### src/sv/c3lf_pkg.sv
// c3lf_pkg: shared types, constants and helpers of the 3x3 line filter
`default_nettype none

package c3lf_pkg;

    localparam int PIX_W       = 8;
    localparam int COL_W       = 3 * PIX_W;
    localparam int TAP_W       = 16;
    localparam int COEF_W      = 3 * TAP_W;
    localparam int ROUND_SHIFT = 12;
    localparam int PROD_W      = PIX_W + TAP_W + 1;
    localparam int ROW_W       = PROD_W + 2;
    localparam int SUM_W       = ROW_W + 3;
    localparam int FIFO_DEPTH  = 4;
    localparam int FIFO_AW     = $clog2(FIFO_DEPTH);
    localparam int CFG_IDX_W   = 2;

    localparam logic [CFG_IDX_W-1:0] REG_COEFF_TOP = 2'd0;
    localparam logic [CFG_IDX_W-1:0] REG_COEFF_MID = 2'd1;
    localparam logic [CFG_IDX_W-1:0] REG_COEFF_BOT = 2'd2;

    localparam logic [COEF_W-1:0] COEFF_TOP_RST = 48'h0;
    localparam logic [COEF_W-1:0] COEFF_MID_RST = 48'h0000_1000_0000;
    localparam logic [COEF_W-1:0] COEFF_BOT_RST = 48'h0;

    localparam logic [PIX_W-1:0] PIX_MAX = 8'hFF;

    typedef logic [COL_W-1:0]           col_t;
    typedef logic [2:0][COEF_W-1:0]     coef_rows_t;
    typedef logic signed [PROD_W-1:0]   prod_t;
    typedef logic signed [ROW_W-1:0]    row_sum_t;
    typedef logic signed [SUM_W-1:0]    sum_t;

    // one filter request: left, center and right columns plus result flags
    typedef struct packed {
        col_t col_l;
        col_t col_c;
        col_t col_r;
        logic run_last;
        logic line_last;
    } job_t;

    function automatic logic [PIX_W-1:0] pix_of(col_t col, logic [1:0] line);
        return col[line*PIX_W +: PIX_W];
    endfunction

    function automatic logic signed [TAP_W-1:0] tap_of(logic [COEF_W-1:0] row,
                                                       logic [1:0] k);
        return $signed(row[k*TAP_W +: TAP_W]);
    endfunction

    function automatic prod_t mul_tap(logic [PIX_W-1:0] p, logic signed [TAP_W-1:0] t);
        prod_t pe;
        prod_t te;
        pe = $signed({{(PROD_W-PIX_W){1'b0}}, p});
        te = PROD_W'(t);
        return pe * te;
    endfunction

endpackage

`default_nettype wire

### src/sv/c3lf_fifo.sv
// c3lf_fifo: short request queue between the column front end and the filter datapath
`default_nettype none

module c3lf_fifo
    import c3lf_pkg::*;
(
    input  wire logic aclk,
    input  wire logic aresetn,
    input  wire logic push,
    input  wire job_t push_data,
    output logic      full,
    input  wire logic pop,
    output logic      head_valid,
    output job_t      head_data
);

    job_t                 mem_reg [FIFO_DEPTH];
    logic [FIFO_AW-1:0]   wr_ptr_reg, wr_ptr_next;
    logic [FIFO_AW-1:0]   rd_ptr_reg, rd_ptr_next;
    logic [FIFO_AW:0]     count_reg, count_next;
    logic                 do_push, do_pop;

    assign full       = (count_reg == (FIFO_AW+1)'(FIFO_DEPTH));
    assign head_valid = (count_reg != '0);
    assign head_data  = mem_reg[rd_ptr_reg];
    assign do_push    = push && !full;
    assign do_pop     = pop && head_valid;

    always_comb begin
        wr_ptr_next = do_push ? wr_ptr_reg + 1'b1 : wr_ptr_reg;
        rd_ptr_next = do_pop ? rd_ptr_reg + 1'b1 : rd_ptr_reg;
        count_next  = count_reg;
        if (do_push && !do_pop) begin
            count_next = count_reg + 1'b1;
        end else if (do_pop && !do_push) begin
            count_next = count_reg - 1'b1;
        end
    end

    always_ff @(posedge aclk) begin
        if (!aresetn) begin
            wr_ptr_reg <= '0;
            rd_ptr_reg <= '0;
            count_reg  <= '0;
        end else begin
            wr_ptr_reg <= wr_ptr_next;
            rd_ptr_reg <= rd_ptr_next;
            count_reg  <= count_next;
        end
    end

    always_ff @(posedge aclk) begin
        if (do_push) begin
            mem_reg[wr_ptr_reg] <= push_data;
        end
    end

    a_no_push_when_full: assert property (@(posedge aclk) disable iff (!aresetn)
        !(push && full))
        else $error("request pushed into full queue");

    a_count_in_range: assert property (@(posedge aclk) disable iff (!aresetn)
        count_reg <= (FIFO_AW+1)'(FIFO_DEPTH))
        else $error("queue count out of range");

    a_count_tracks: assert property (@(posedge aclk) disable iff (!aresetn)
        (do_push && !do_pop) |=> (count_reg == $past(count_reg) + 1'b1))
        else $error("queue count missed a push");

endmodule

`default_nettype wire

### src/sv/c3lf_front.sv
// c3lf_front: column window tracking and filter request generation
`default_nettype none

module c3lf_front
    import c3lf_pkg::*;
(
    input  wire logic             aclk,
    input  wire logic             aresetn,
    input  wire logic             s_valid,
    output logic                  s_ready,
    input  wire logic [PIX_W-1:0] s_pix_top,
    input  wire logic [PIX_W-1:0] s_pix_mid,
    input  wire logic [PIX_W-1:0] s_pix_bot,
    input  wire logic             s_line_end,
    input  wire logic             q_full,
    output logic                  q_push,
    output job_t                  q_data
);

    col_t       col_prev_reg, col_prev_next;
    col_t       col_prev2_reg, col_prev2_next;
    logic [1:0] cols_seen_reg, cols_seen_next;
    logic       pend_reg, pend_next;
    logic       accept;
    col_t       col_in;
    col_t       left;

    assign col_in  = {s_pix_bot, s_pix_mid, s_pix_top};
    assign s_ready = !pend_reg && !q_full;
    assign accept  = s_valid && s_ready;
    assign left    = (cols_seen_reg == 2'd1) ? col_prev_reg : col_prev2_reg;

    // state update
    always_comb begin
        col_prev_next  = col_prev_reg;
        col_prev2_next = col_prev2_reg;
        cols_seen_next = cols_seen_reg;
        pend_next      = pend_reg;
        if (pend_reg && !q_full) begin
            pend_next = 1'b0;
        end
        if (accept) begin
            if (cols_seen_reg == 2'd0) begin
                if (!s_line_end) begin
                    col_prev_next  = col_in;
                    cols_seen_next = 2'd1;
                end
            end else begin
                col_prev2_next = col_prev_reg;
                col_prev_next  = col_in;
                cols_seen_next = s_line_end ? 2'd0 : 2'd2;
                pend_next      = s_line_end;
            end
        end
    end

    // request generation; the trailing edge request uses the updated window
    always_comb begin
        q_push = 1'b0;
        q_data = '{col_l: col_in, col_c: col_in, col_r: col_in,
                   run_last: 1'b1, line_last: 1'b1};
        if (pend_reg) begin
            q_push = !q_full;
            q_data = '{col_l: col_prev2_reg, col_c: col_prev_reg, col_r: col_prev_reg,
                       run_last: 1'b1, line_last: 1'b1};
        end else if (accept) begin
            if (cols_seen_reg == 2'd0) begin
                q_push = s_line_end;
            end else begin
                q_push = 1'b1;
                q_data = '{col_l: left, col_c: col_prev_reg, col_r: col_in,
                           run_last: !s_line_end, line_last: 1'b0};
            end
        end
    end

    always_ff @(posedge aclk) begin
        if (!aresetn) begin
            col_prev_reg  <= '0;
            col_prev2_reg <= '0;
            cols_seen_reg <= '0;
            pend_reg      <= 1'b0;
        end else begin
            col_prev_reg  <= col_prev_next;
            col_prev2_reg <= col_prev2_next;
            cols_seen_reg <= cols_seen_next;
            pend_reg      <= pend_next;
        end
    end

    a_pend_blocks_input: assert property (@(posedge aclk) disable iff (!aresetn)
        pend_reg |-> !s_ready)
        else $error("input accepted while edge request pending");

    a_cols_seen_range: assert property (@(posedge aclk) disable iff (!aresetn)
        cols_seen_reg != 2'd3)
        else $error("column count out of range");

    a_pend_after_line_end: assert property (@(posedge aclk) disable iff (!aresetn)
        pend_reg |-> cols_seen_reg == 2'd0)
        else $error("edge request pending mid line");

endmodule

`default_nettype wire

### src/sv/c3lf_back.sv
// c3lf_back: pipelined 3x3 multiply, sum, round and clamp with output register
`default_nettype none

module c3lf_back
    import c3lf_pkg::*;
(
    input  wire logic        aclk,
    input  wire logic        aresetn,
    input  wire coef_rows_t  coefs,
    input  wire logic        q_valid,
    input  wire job_t        q_data,
    output logic             q_pop,
    output logic             m_valid,
    input  wire logic        m_ready,
    output logic [PIX_W-1:0] m_out_pixel,
    output logic             m_run_last,
    output logic             m_line_last
);

    localparam sum_t ROUND_ADD = sum_t'(1) <<< (ROUND_SHIFT - 1);

    logic                 adv;
    col_t                 cols [3];
    prod_t [2:0][2:0]     prod_next;
    prod_t [2:0][2:0]     s1_prod_reg;
    logic                 s1_valid_reg;
    logic                 s1_run_reg, s1_last_reg;
    row_sum_t [2:0]       row_next;
    row_sum_t [2:0]       s2_row_reg;
    logic                 s2_valid_reg;
    logic                 s2_run_reg, s2_last_reg;
    sum_t                 total;
    sum_t                 shifted;
    logic [PIX_W-1:0]     pix_next;
    logic                 out_valid_reg;
    logic [PIX_W-1:0]     out_pix_reg;
    logic                 out_run_reg, out_last_reg;

    assign adv   = !out_valid_reg || m_ready;
    assign q_pop = adv && q_valid;

    assign cols[0] = q_data.col_l;
    assign cols[1] = q_data.col_c;
    assign cols[2] = q_data.col_r;

    always_comb begin
        for (int r = 0; r < 3; r++) begin
            for (int c = 0; c < 3; c++) begin
                prod_next[r][c] = mul_tap(pix_of(cols[c], 2'(r)), tap_of(coefs[r], 2'(c)));
            end
        end
    end

    always_comb begin
        for (int r = 0; r < 3; r++) begin
            row_next[r] = row_sum_t'(s1_prod_reg[r][0]) + row_sum_t'(s1_prod_reg[r][1])
                        + row_sum_t'(s1_prod_reg[r][2]);
        end
    end

    // round, shift and clamp to pixel range
    always_comb begin
        total = sum_t'(s2_row_reg[0]) + sum_t'(s2_row_reg[1]) + sum_t'(s2_row_reg[2])
              + ROUND_ADD;
        shifted = total >>> ROUND_SHIFT;
        if (total[SUM_W-1]) begin
            pix_next = '0;
        end else if (|shifted[SUM_W-1:PIX_W]) begin
            pix_next = PIX_MAX;
        end else begin
            pix_next = shifted[PIX_W-1:0];
        end
    end

    always_ff @(posedge aclk) begin
        if (!aresetn) begin
            s1_valid_reg  <= 1'b0;
            s2_valid_reg  <= 1'b0;
            out_valid_reg <= 1'b0;
        end else if (adv) begin
            s1_valid_reg  <= q_valid;
            s2_valid_reg  <= s1_valid_reg;
            out_valid_reg <= s2_valid_reg;
        end
    end

    always_ff @(posedge aclk) begin
        if (adv) begin
            s1_prod_reg  <= prod_next;
            s1_run_reg   <= q_data.run_last;
            s1_last_reg  <= q_data.line_last;
            s2_row_reg   <= row_next;
            s2_run_reg   <= s1_run_reg;
            s2_last_reg  <= s1_last_reg;
            out_pix_reg  <= pix_next;
            out_run_reg  <= s2_run_reg;
            out_last_reg <= s2_last_reg;
        end
    end

    assign m_valid     = out_valid_reg;
    assign m_out_pixel = out_pix_reg;
    assign m_run_last  = out_run_reg;
    assign m_line_last = out_last_reg;

    a_pop_only_on_adv: assert property (@(posedge aclk) disable iff (!aresetn)
        q_pop |-> (q_valid && adv))
        else $error("queue popped while pipeline stalled");

    a_stall_holds_stage: assert property (@(posedge aclk) disable iff (!aresetn)
        (!adv && s2_valid_reg) |=> s2_valid_reg)
        else $error("pipeline stage lost during stall");

    a_line_last_is_run_last: assert property (@(posedge aclk) disable iff (!aresetn)
        (out_valid_reg && out_last_reg) |-> out_run_reg)
        else $error("line end result without run end flag");

endmodule

`default_nettype wire

### src/sv/conv3x3_line_filter.sv
// conv3x3_line_filter: streaming 3x3 convolution over three image lines
//
//   channel  ports                                           direction
//   s_       s_valid/s_ready, pix_top/mid/bot, line_end      in  (one column)
//   m_       m_valid/m_ready, out_pixel, run_last, line_last out (one pixel)
//   cfg_     cfg_wr_en, cfg_index, cfg_wdata                 in  (coefficient rows)
//
// one column per cycle while the queue is not full; a line-end column after earlier
// columns stalls input until its two requests are in the single-issue request queue
// a request passes through the queue, the product and row sum registers and the
// output register before its result appears
// reset is synchronous, clears window and queue, loads the identity kernel
// the four-deep queue lets input continue while the output side stalls
`default_nettype none

module conv3x3_line_filter
    import c3lf_pkg::*;
(
    input  wire logic                 aclk,
    input  wire logic                 aresetn,
    input  wire logic                 s_valid,
    output logic                      s_ready,
    input  wire logic [PIX_W-1:0]     s_pix_top,
    input  wire logic [PIX_W-1:0]     s_pix_mid,
    input  wire logic [PIX_W-1:0]     s_pix_bot,
    input  wire logic                 s_line_end,
    output logic                      m_valid,
    input  wire logic                 m_ready,
    output logic [PIX_W-1:0]          m_out_pixel,
    output logic                      m_run_last,
    output logic                      m_line_last,
    input  wire logic                 cfg_wr_en,
    input  wire logic [CFG_IDX_W-1:0] cfg_index,
    input  wire logic [COEF_W-1:0]    cfg_wdata
);

    coef_rows_t coef_reg;
    logic       q_full;
    logic       q_push;
    job_t       q_wdata;
    logic       q_pop;
    logic       q_valid;
    job_t       q_head;

    always_ff @(posedge aclk) begin
        if (!aresetn) begin
            coef_reg[0] <= COEFF_TOP_RST;
            coef_reg[1] <= COEFF_MID_RST;
            coef_reg[2] <= COEFF_BOT_RST;
        end else if (cfg_wr_en) begin
            unique case (cfg_index)
                REG_COEFF_TOP: coef_reg[0] <= cfg_wdata;
                REG_COEFF_MID: coef_reg[1] <= cfg_wdata;
                REG_COEFF_BOT: coef_reg[2] <= cfg_wdata;
                default: ;
            endcase
        end
    end

    c3lf_front u_front (
        .aclk       (aclk),
        .aresetn    (aresetn),
        .s_valid    (s_valid),
        .s_ready    (s_ready),
        .s_pix_top  (s_pix_top),
        .s_pix_mid  (s_pix_mid),
        .s_pix_bot  (s_pix_bot),
        .s_line_end (s_line_end),
        .q_full     (q_full),
        .q_push     (q_push),
        .q_data     (q_wdata)
    );

    c3lf_fifo u_fifo (
        .aclk       (aclk),
        .aresetn    (aresetn),
        .push       (q_push),
        .push_data  (q_wdata),
        .full       (q_full),
        .pop        (q_pop),
        .head_valid (q_valid),
        .head_data  (q_head)
    );

    c3lf_back u_back (
        .aclk        (aclk),
        .aresetn     (aresetn),
        .coefs       (coef_reg),
        .q_valid     (q_valid),
        .q_data      (q_head),
        .q_pop       (q_pop),
        .m_valid     (m_valid),
        .m_ready     (m_ready),
        .m_out_pixel (m_out_pixel),
        .m_run_last  (m_run_last),
        .m_line_last (m_line_last)
    );

endmodule

`default_nettype wire

### config.mk
export PLATFORM = sky130hd
export DESIGN_NAME = conv3x3_line_filter
export DESIGN_NICKNAME = d
export VERILOG_FILES = /design/src/sv/c3lf_pkg.sv /design/src/sv/c3lf_fifo.sv /design/src/sv/c3lf_front.sv /design/src/sv/c3lf_back.sv /design/src/sv/conv3x3_line_filter.sv
export SDC_FILE = /design/constraint.sdc
export NUM_CORES = 2
export LEC_CHECK = 0
export ABC_AREA = 1
export BUFFER_PORTS_ARGS = -buffer_cell sky130_fd_sc_hd__clkbuf_2
export CORE_ASPECT_RATIO = 0.7
export CORE_UTILIZATION = 70
export CTS_CLUSTER_DIAMETER = 50
export DETAILED_ROUTE_END_ITERATION = 8
export PLACE_DENSITY = 0.87
export SYNTH_ARGS = -nofsm -noshare
export SYNTH_HDL_FRONTEND = slang
export SYNTH_SLANG_ARGS = --single-unit
export TNS_END_PERCENT = 20
### constraint.sdc
create_clock -name aclk -period 31.4 [get_ports aclk]
set_input_delay 7.85 -clock aclk [delete_from_list [all_inputs] [get_ports aclk]]
set_output_delay 7.85 -clock aclk [all_outputs]
set_load 0.1 [all_outputs]
==> summary by stage <==
GRT
The first global-routing pass estimated ~330000 um of wire. The initial antenna violation count is 20. The routing usage on met3 is 14.3%. Global routing used between 30% and 40% of the available tracks. Entering global routing, the biggest net connects 210 pins. Global routing used 57.6% of the available met2 tracks. The via count of the first global-routing pass was 59200. The global routing's busiest layer is met2. The sum of overflow across all layers after global routing is 0. For this run, global-route usage on met1 was measured as about half.

Floorplanning
The die area is 110000 um^2. approximately 90 I/O pins were placed. The die is 278 um tall. Once the floorplan was initialized, standard cells occupied around 71% of the core. The die width is 396 um.

The area of the core is 107000 um^2. In this run the core area contains 100 standard-cell rows.

Power and ir drop
The peak ir drop on the vdd network is around 0.00012 V. Internal power comes to 4.14 mW. Per report_power, the combinational group accounts for 66.6% of the total.

Net switching is 54.0% of the power. Registers are responsible for 20.6% of the overall power. Per report_power, the clock group accounts for 12.9% of the total.

For this design the total switching power over the nets is 4.87 mW. The leakage component of the power is 40.2 nW. Dividing total power by cell area gives a power density of 111 nW/um^2.

Placed design
The post-place setup slack is 20.50 ns. In this run, placement finished with an instance count of 9690. The quantity of I/O buffers inserted on ports is 91.

Detailed placement ended at an HPWL of 164000 um. The routability congestion estimate is 1.05. The post-placement cell area is 77800 um^2.

STA
The clock period could shrink to between 10 and 15 ns. Setup total negative slack on the finished layout was measured at 0 ns. The post-route fraction of the period consumed by the critical path is 32.8%. Timing would allow up to 97.2 MHz. The setup clock skew after layout is between 0.07 and 0.08 ns.

The setup violation total in the final timing report is 0. The number of max-slew violations in the final report is 0. The actual slew at the worst max-slew pin is around 1.3 ns.

The final hold violation count is 0. The post-route worst setup slack is 21.12 ns. Setup repair after global routing left no endpoint under its margin. The max-slew headroom at the worst pin is 15.1%. The final worst hold slack is 0.439 ns.

Clock network
Clock tree synthesis found a total of 823 sinks. The number of clock buffers added by TritonCTS is 95. The largest buffer count on any clock path is 3.

Clock tree synthesis selected as its root buffer the cell sky130_fd_sc_hd__clkbuf_16. Clock-pin slew was measured on the worst setup and hold paths at 0.06 ns. The number of resized instances in the post-cts repair step is 0.

The total setup buffers inserted after CTS is 0. Hold repair after CTS inserted 0 buffers. The clock tree synthesis step divided the H-tree into 3 levels. TritonCTS built the clock tree. The clock latency on the worst-skew pair is 0.75 ns.

Route
The routed via count divided by cell count is 5.88. Before antenna repair, the detailed router went through 9 iterations. The overall via count from detail_route is 58100. Once detail routing completed, the nets flagged for antenna violations numbered 0. After detailed routing, the average wire length per cell comes to 21.3 um. The wire length reported by the detailed router is 211000 um.

The remaining design rule violation count is 0. The initial detailed-routing violation count is 6746.

Setup path
The nature of the critical path startpoint is an input pin. The critical-path maximum fanout is 74. The data required time of the worst path is ~32 ns. STA classifies the critical path endpoint as a flop. At the worst endpoint, the arrival time is 10.61 ns. By startpoint and endpoint, the worst setup path is classified as in -> reg.

Synthesis
After Yosys synthesis, full adders, half adders and majority gates account for a little over a third of the synthesized area. After synthesis, the mean cell area works out to between 9 and 10 um^2. Summing every instance area after synthesis gives between 70000 and 80000 um^2. The synthesized net count is 10000. The simple-gate share of the synthesized area is 14.2%. In this run, distinct cell masters in the synthesized netlist total 47. Summing the areas of all compound-gate instances in the mapped netlist gives 6.44% of the synthesized area.

The dominant combinational cell family by area after synthesis is adder cells. sky130_fd_sc_hd__fa_1 takes more of the synthesized area than any other cell. Ranked by total cell area, the synthesized netlist is headed by sky130_fd_sc_hd__fa_1, sky130_fd_sc_hd__edfxtp_1, sky130_fd_sc_hd__ha_1. In the post-synthesis netlist, the cell with the most instances is sky130_fd_sc_hd__inv_1. Counting flops with a built-in enable in the synthesized netlist gives 616. The most common flop cell mapped by yosys is sky130_fd_sc_hd__edfxtp_1.

Measured against the total synthesized area, the mux share comes to 0%. The sequential cell area fraction in the yosys report is 29.8%. The count of mapped cells out of synthesis is 8340.

The synthesized design contains 823 register bits. The share of Yosys cell area claimed by the top area cell type is 26.9%. The Yosys warning count is 0. By count the netlist is led by sky130_fd_sc_hd__inv_1, sky130_fd_sc_hd__nand2_1, sky130_fd_sc_hd__fa_1, sky130_fd_sc_hd__nor2_1, sky130_fd_sc_hd__edfxtp_1.

The XOR/XNOR share of the synthesized area is 3.34%. The post-synthesis async set-or-reset flop share is 0%.

Final layout
In the final layout, flip-flops and latches occupy between 20000 and 25000 um^2. The post-route netlist has 4.12% of its cells at a drive strength greater than 1. Relative to the synthesized area, the layout overhead comes to 6.82%. After routing the design area is 81200 um^2. The number of non-filler instances in the completed layout is 9885.

The flip-flop count of the largest register after layout is between 200 and 300. The multi-input combinational cell area is around 46000 um^2. The number of nets in the layout is 10000. The layout filler cell count is 7038.

Flow run
The number of maximum-capacitance constraint violations is 0.

Outcome
The flow ran to the end, and the final reports show no timing, DRC or antenna violations.

Worst hold path
The tightest min-delay check is of the reg -> reg type.
power groups by stage:
stage	Sequential (mW)	Clock, mW	Combinational (mW)
finish	1.85	1.16	6.00
global route	1.87	1.21	6.56
CTS	1.85	1.16	5.82
detailed placement	1.86	0	5.76
global placement	1.86	0	5.54
floorplan	1.83	0	3.93
worst max-delay path, cell delays in order:
cell	delay, ns
sky130_fd_sc_hd__clkbuf_2	0.07
sky130_fd_sc_hd__nand2_1	0.12
sky130_fd_sc_hd__clkinv_1	0.68
sky130_fd_sc_hd__o21ai_0	0.25
sky130_fd_sc_hd__a21oi_1	0.31
sky130_fd_sc_hd__inv_1	0.25
sky130_fd_sc_hd__nor2_4	0.12
sky130_fd_sc_hd__buf_4	0.84
kinds of logic (layout without fill, tap and decap cells):
group	after synthesis	after routing
compound gates	904	904
xor+xnor	289	289
fa+ha+maj	1581	1581
buf+inv	2046	2148
flops	823	823
other cells	0	15
simple gates	2697	2697
worst paths after layout:
kind                             endpoint               start  depth (start not counted)  slack, ns
hold / removal         u_back.s2_last_reg  u_back.s1_last_reg                          0       0.44
hold reg to reg        u_back.s2_last_reg  u_back.s1_last_reg                          0       0.44
setup reg to reg  u_back.s1_prod_reg[198]                flop                         29      22.71
setup / recovery    u_fifo.mem_reg[2][16]             s_valid                          8      21.12
through the flow:
| stage | utilization (%) | power (mW) |
|---|---|---|
| finish | 75.9 | 9.01 |
| global route | 75.9 | 9.63 |
| CTS | 75.9 | 8.83 |
| detailed placement | 72.8 | 7.63 |
| global placement | 72.8 | 7.40 |
| floorplan | - | 5.76 |
per-layer routing:
metal | vias up | wire, um
li1 | 25900 | -
met1 | 28200 | 78500
met2 | 3364 | 89000
met3 | 633 | 30400
met4 | 16 | 12900
met5 | - | 118
cells in the final DEF (no fill, tap or decap), drive strengths merged, types with 29 or more instances in the layout:
cell    count
a21oi     470
buf        29
clkbuf    204
clkinv     43
dfxtp     207
edfxtp    616
fa       1023
ha        558
inv      1860
nand2    1475
nand3     291
nand4      53
nor2      848
o21ai     298
xnor2     123
xor2      166
area by class of cell:
class,instances,area share [%]
Antenna cell,15,0.0462
Clock buffer,114,3.13
Clock inverter,66,0.975
Inverter,1849,8.56
Multi-Input combinational cell,5471,56.4
Sequential cell,823,27.9
Tap cell,1428,2.20
Timing Repair Buffer,119,0.838
Power figures use the tool's default switching activity.
